--- src/rtl/frs_pkg.sv ---
// Package for the Schlick Fresnel reflectance block: shared types and constants.
// No dependencies.
package frs_pkg;

  localparam int FIFO_DEPTH  = 4;
  localparam int FIFO_AW     = $clog2(FIFO_DEPTH);
  localparam int DIV_STAGES  = 31;
  localparam int SQRT_STAGES = 16;
  localparam int POW_STEPS   = 4;

  localparam logic [15:0] ONE_Q15 = 16'h8000;
  localparam logic [30:0] ONE_Q30 = 31'h4000_0000;

  typedef struct packed {
    logic        bad;
    logic        tir;
    logic        gt;
    logic [15:0] c;
  } frs_tag_t;

  typedef struct packed {
    frs_tag_t    tag;
    logic [62:0] num_s;
    logic [33:0] den_s;
    logic [62:0] num_r;
    logic [33:0] den_r;
  } frs_job_t;

  typedef struct packed {
    logic [33:0] rem;
    logic [30:0] lo;
    logic [30:0] q;
    logic [33:0] den;
  } frs_dlane_t;

  typedef struct packed {
    frs_tag_t    tag;
    logic [30:0] quo_s;
    logic [30:0] quo_r;
  } frs_quo_t;

  typedef struct packed {
    frs_tag_t    tag;
    logic [15:0] r0;
    logic [15:0] ct;
  } frs_root_t;

endpackage

--- src/rtl/frs_fifo.sv ---
// Short job queue between front and back ends.
// Depends on frs_pkg.
module frs_fifo import frs_pkg::*; (
  input  logic     clk,
  input  logic     rst_n,
  input  logic     push,
  input  frs_job_t wr_data,
  output logic     full,
  output logic     rd_valid,
  output frs_job_t rd_data
);

  frs_job_t mem [FIFO_DEPTH];
  logic [FIFO_AW-1:0] wp_r, rp_r;
  logic [FIFO_AW:0]   cnt_r;
  logic do_push, do_pop;

  assign full     = cnt_r == (FIFO_AW+1)'(FIFO_DEPTH);
  assign rd_valid = cnt_r != '0;
  assign do_push  = push && !full;
  assign do_pop   = rd_valid;
  assign rd_data  = mem[rp_r];

  always_ff @(posedge clk) begin
    if (!rst_n) begin
      wp_r  <= '0;
      rp_r  <= '0;
      cnt_r <= '0;
    end else begin
      if (do_push) wp_r <= wp_r + 1'b1;
      if (do_pop)  rp_r <= rp_r + 1'b1;
      cnt_r <= cnt_r + (FIFO_AW+1)'(do_push) - (FIFO_AW+1)'(do_pop);
    end
  end

  always_ff @(posedge clk) begin
    if (do_push) mem[wp_r] <= wr_data;
  end

endmodule

--- config.mk ---
export PLATFORM = sky130hd
export DESIGN_NAME = frs_fifo
export DESIGN_NICKNAME = d
export VERILOG_FILES = /design/src/rtl/frs_pkg.sv /design/src/rtl/frs_fifo.sv
export SDC_FILE = /design/constraint.sdc
export NUM_CORES = 1
export LEC_CHECK = 0
export BUFFER_PORTS_ARGS = -buffer_cell sky130_fd_sc_hd__buf_2
export CORE_UTILIZATION = 61
export DETAILED_ROUTE_END_ITERATION = 12
export PLACE_DENSITY = 0.84
export SKIP_LAST_GASP = 1
export SLEW_MARGIN = 20
export SYNTH_ARGS = -nofsm -noshare
export SYNTH_HDL_FRONTEND = slang
export SYNTH_SLANG_ARGS = --single-unit
--- constraint.sdc ---
create_clock -name clk -period 16.52 [get_ports clk]
set_clock_uncertainty 0.1 [all_clocks]
set_input_delay 0 -clock clk [delete_from_list [all_inputs] [get_ports clk]]
set_output_delay 0 -clock clk [all_outputs]
set_load 0.005 [all_outputs]
==> results.json <==
{
  "status": "finished, final reports clean",
  "yosysTopAreaCellShare": 0.820,
  "wl_met3_um": 7650,
  "fin_setup_tns_ns": 0,
  "rsz0062_at_grt": "no",
  "multi_input_area_um2": 5060,
  "finalPower_mw": 6.18,
  "end_kind": "output port",
  "cts-root-buf": "clkbuf_16",
  "cts.reportedPaths.clkPinSlew_ns": 0.07,
  "first_global_vias": 17000,
  "avgSynthCellArea_um2": 26.9,
  "synth_edf_count": 852,
  "layout_min_cycle_time_ns": 4.22,
  "dpl_cell_area_um2": 34000,
  "finalCritPeriodShare": 0.255,
  "async_reset_ff_frac": 0,
  "cts_buffers": 83,
  "wl_per_cell_um": 30.1,
  "antenna_found_initial": 8,
  "setup_viol": 0,
  "synth.most_common_cell": "edfxtp_1",
  "fill_cells": 2402,
  "clkPwrFrac": 0.301,
  "final_nets": 2100,
  "gp_congestion": 0.760,
  "crit_top_cell": "buf_4",
  "first_pass_iters": 5,
  "tritoncts": "yes",
  "grt_use_total": 0.309,
  "clock_latency_ns": 0.62,
  "r2r_start": "cnt_r[1]$_SDFF_PN0_",
  "core_um2": 50300,
  "drive_above_1_share": 0.404,
  "met1_length_um": 27100,
  "cp-start-kind": "flop",
  "fp.dieH_um": 228,
  "ys_top_cells_by_count": "852 x edfxtp_1, 213 x mux4_2, 23 x buf_2",
  "ant_nets": 0,
  "rows": 82,
  "maxCapViolations": 0,
  "post_cts_buffers": 0,
  "combPwrFrac": 0.250,
  "io_buffers": 430,
  "maxUsedRoutingLayer": "met5",
  "r2r_slack_ns": 12.52,
  "yosys_most_used_dff": "edfxtp_1",
  "overflow": 0,
  "route.detailed.drc": 0,
  "finalWorstSetupSlack_ns": 12.31,
  "power.density_nw_per_um2": 159,
  "dieArea_um2": 52100,
  "pre_cts_slack_ns": 12.70,
  "min_to": "mem[3][77]$_DFFE_PP_",
  "arrival_ns": 4.11,
  "drv_slew": 0,
  "cp.required_ns": 16.42,
  "critPathSlowestCell": "buf_4",
  "grt_max_degree": 71,
  "wirelength_um": 79100,
  "synth.area.top_cells": "edfxtp_1 82%, mux4_2 15%, buf_6 0.72%",
  "htreeDepth": 3,
  "fin_util": 0.775,
  "yosysWarnings": 0,
  "dp_hpwl_um": 38500,
  "slowest_delay_ns": 0.93,
  "critPathBufInv": 3,
  "worstMarginPinSlew_ns": 1.05,
  "regArea_um2": 25800,
  "syn-num-nets": 1383,
  "io-pin-count": 431,
  "fmax_mhz": 237,
  "areaGrowthSynthToFinish_pct": 24.8,
  "cellLeakagePower_nw": 13.3,
  "dr.first_iter.drc_count": 1652,
  "whs_ns": 0.0341,
  "switchingPower_mw": 1.72,
  "grt_pass1_wl_um": 115000,
  "die_w_um": 228,
  "path_delay_family": "buffers and inverters",
  "netSwitchingFraction": 0.279,
  "reg2reg_depth": 5,
  "worstSetupPathType": "flop to output port",
  "internal-power_mw": 4.46,
  "syn_inst": 1160,
  "synthesis.area_um2": 31200,
  "ir_drop_v": 0.000166,
  "cts.sinks": 861,
  "final_area_um2": 38900,
  "slew_headroom": 0.300,
  "vias": 16100,
  "fin_cells": 2623,
  "hold_path_depth": 2,
  "post_drt_via_cell_ratio": 6.16,
  "r2r_end": "mem[3][136]$_DFFE_PP_",
  "crit_fanout": 49,
  "pwr-share-seq": 0.448,
  "hold_path_class": "input port to flop",
  "ys_seq_area_frac": 0.826,
  "ys_types": 19,
  "min_from": "wr_data[77]",
  "start_util": 0.621,
  "place_inst": 2231,
  "synth_top_cell_by_area": "edfxtp_1",
  "ys_ff_latch": 861,
  "cp_cell_sequence": "buf_4 > buf_4 > mux4_2 > buf_2",
  "hold_violations": 0,
  "clockBufferDepth": 3,
  "route.met2.wl_um": 40900
}
==> cell usage in the layout (no fill, tap or decap), drive strengths merged, types with 2 or more instances in the layout <==
master	count
and2	7
and3	2
buf	449
bufinv	5
clkbuf	109
clkinv	36
dfxtp	9
diode	7
dlygate4sd3	233
edfxtp	852
ha	6
inv	6
mux2i	2
mux4	213
nand2	4
nor2b	2
xnor2	3
==> cell families (layout without fill, tap and decap cells) <==
| kind of cell | after synthesis | after routing | synth area share |
|---|---|---|---|
| other | 0 | 7 | 0 |
| XOR/XNOR | 3 | 3 | 0.000842 |
| multiplexers | 215 | 215 | 0.154 |
| buffers and inverters | 55 | 839 | 0.0124 |
| AO/OA/AOI/OAI | 1 | 1 | 0.000241 |
| AND/OR/NAND/NOR | 18 | 18 | 0.00333 |
| flip-flops | 861 | 861 | 0.826 |
| adder cells (fa/ha/maj) | 7 | 7 | 0.00305 |
==> routing by layer <==
layer	GRT usage	vias up
met5	0	-
met4	0.121	4
met3	0.0820	211
met2	0.522	1048
met1	0.386	8418
li1	-	6467
==> sequential cells by signal (all words and copies together), names as in the netlist, named ones only <==
register and cells:
rp_r 2, mem 852, wp_r 2, cnt_r 3
==> power by group through the flow <==
stage	clock network, mW	registers, mW	logic (mW)
finish	1.86	2.77	1.55
global route	1.96	2.79	1.62
CTS	1.86	2.76	1.52
detailed placement	0	2.79	1.44
global placement	0	2.77	1.41
floorplan	0	2.78	0.923
==> how the worst max path moves through the flow <==
stage | start | cells after the start | slack, ns | endpoint
after floorplan | cnt_r[1]$_SDFF_PN0_ | 4 | 10.10 | mem[0][0]$_DFFE_PP_
final | flop | 4 | 12.31 | rd_data[156]
after detailed placement | cnt_r[1]$_SDFF_PN0_ | 5 | 12.70 | mem[3][72]$_DFFE_PP_
after global routing | flop | 4 | 11.93 | rd_data[156]
after global placement | cnt_r[1]$_SDFF_PN0_ | 5 | 12.76 | mem[3][72]$_DFFE_PP_
after CTS | flop | 4 | 12.22 | rd_data[156]
==> area by class of cell <==
type                    count  area share
repair buffers            682       0.119
clock inverters            43     0.00848
flip-flops and latches    861       0.662
multi-input cells         244       0.130
clock buffers             109      0.0585
inverters                   5    0.000482
diodes                      7    0.000450
well taps                 672      0.0216
==> what timing repair did <==
item / in CTS / in global routing
endpoints found under the setup margin: 0 / 0
hold buffers: 232 / 1
resized for setup: 0 / 0
endpoints found under the hold margin: 861 / 2
No activity file was read; power rests on OpenSTA's default activity.
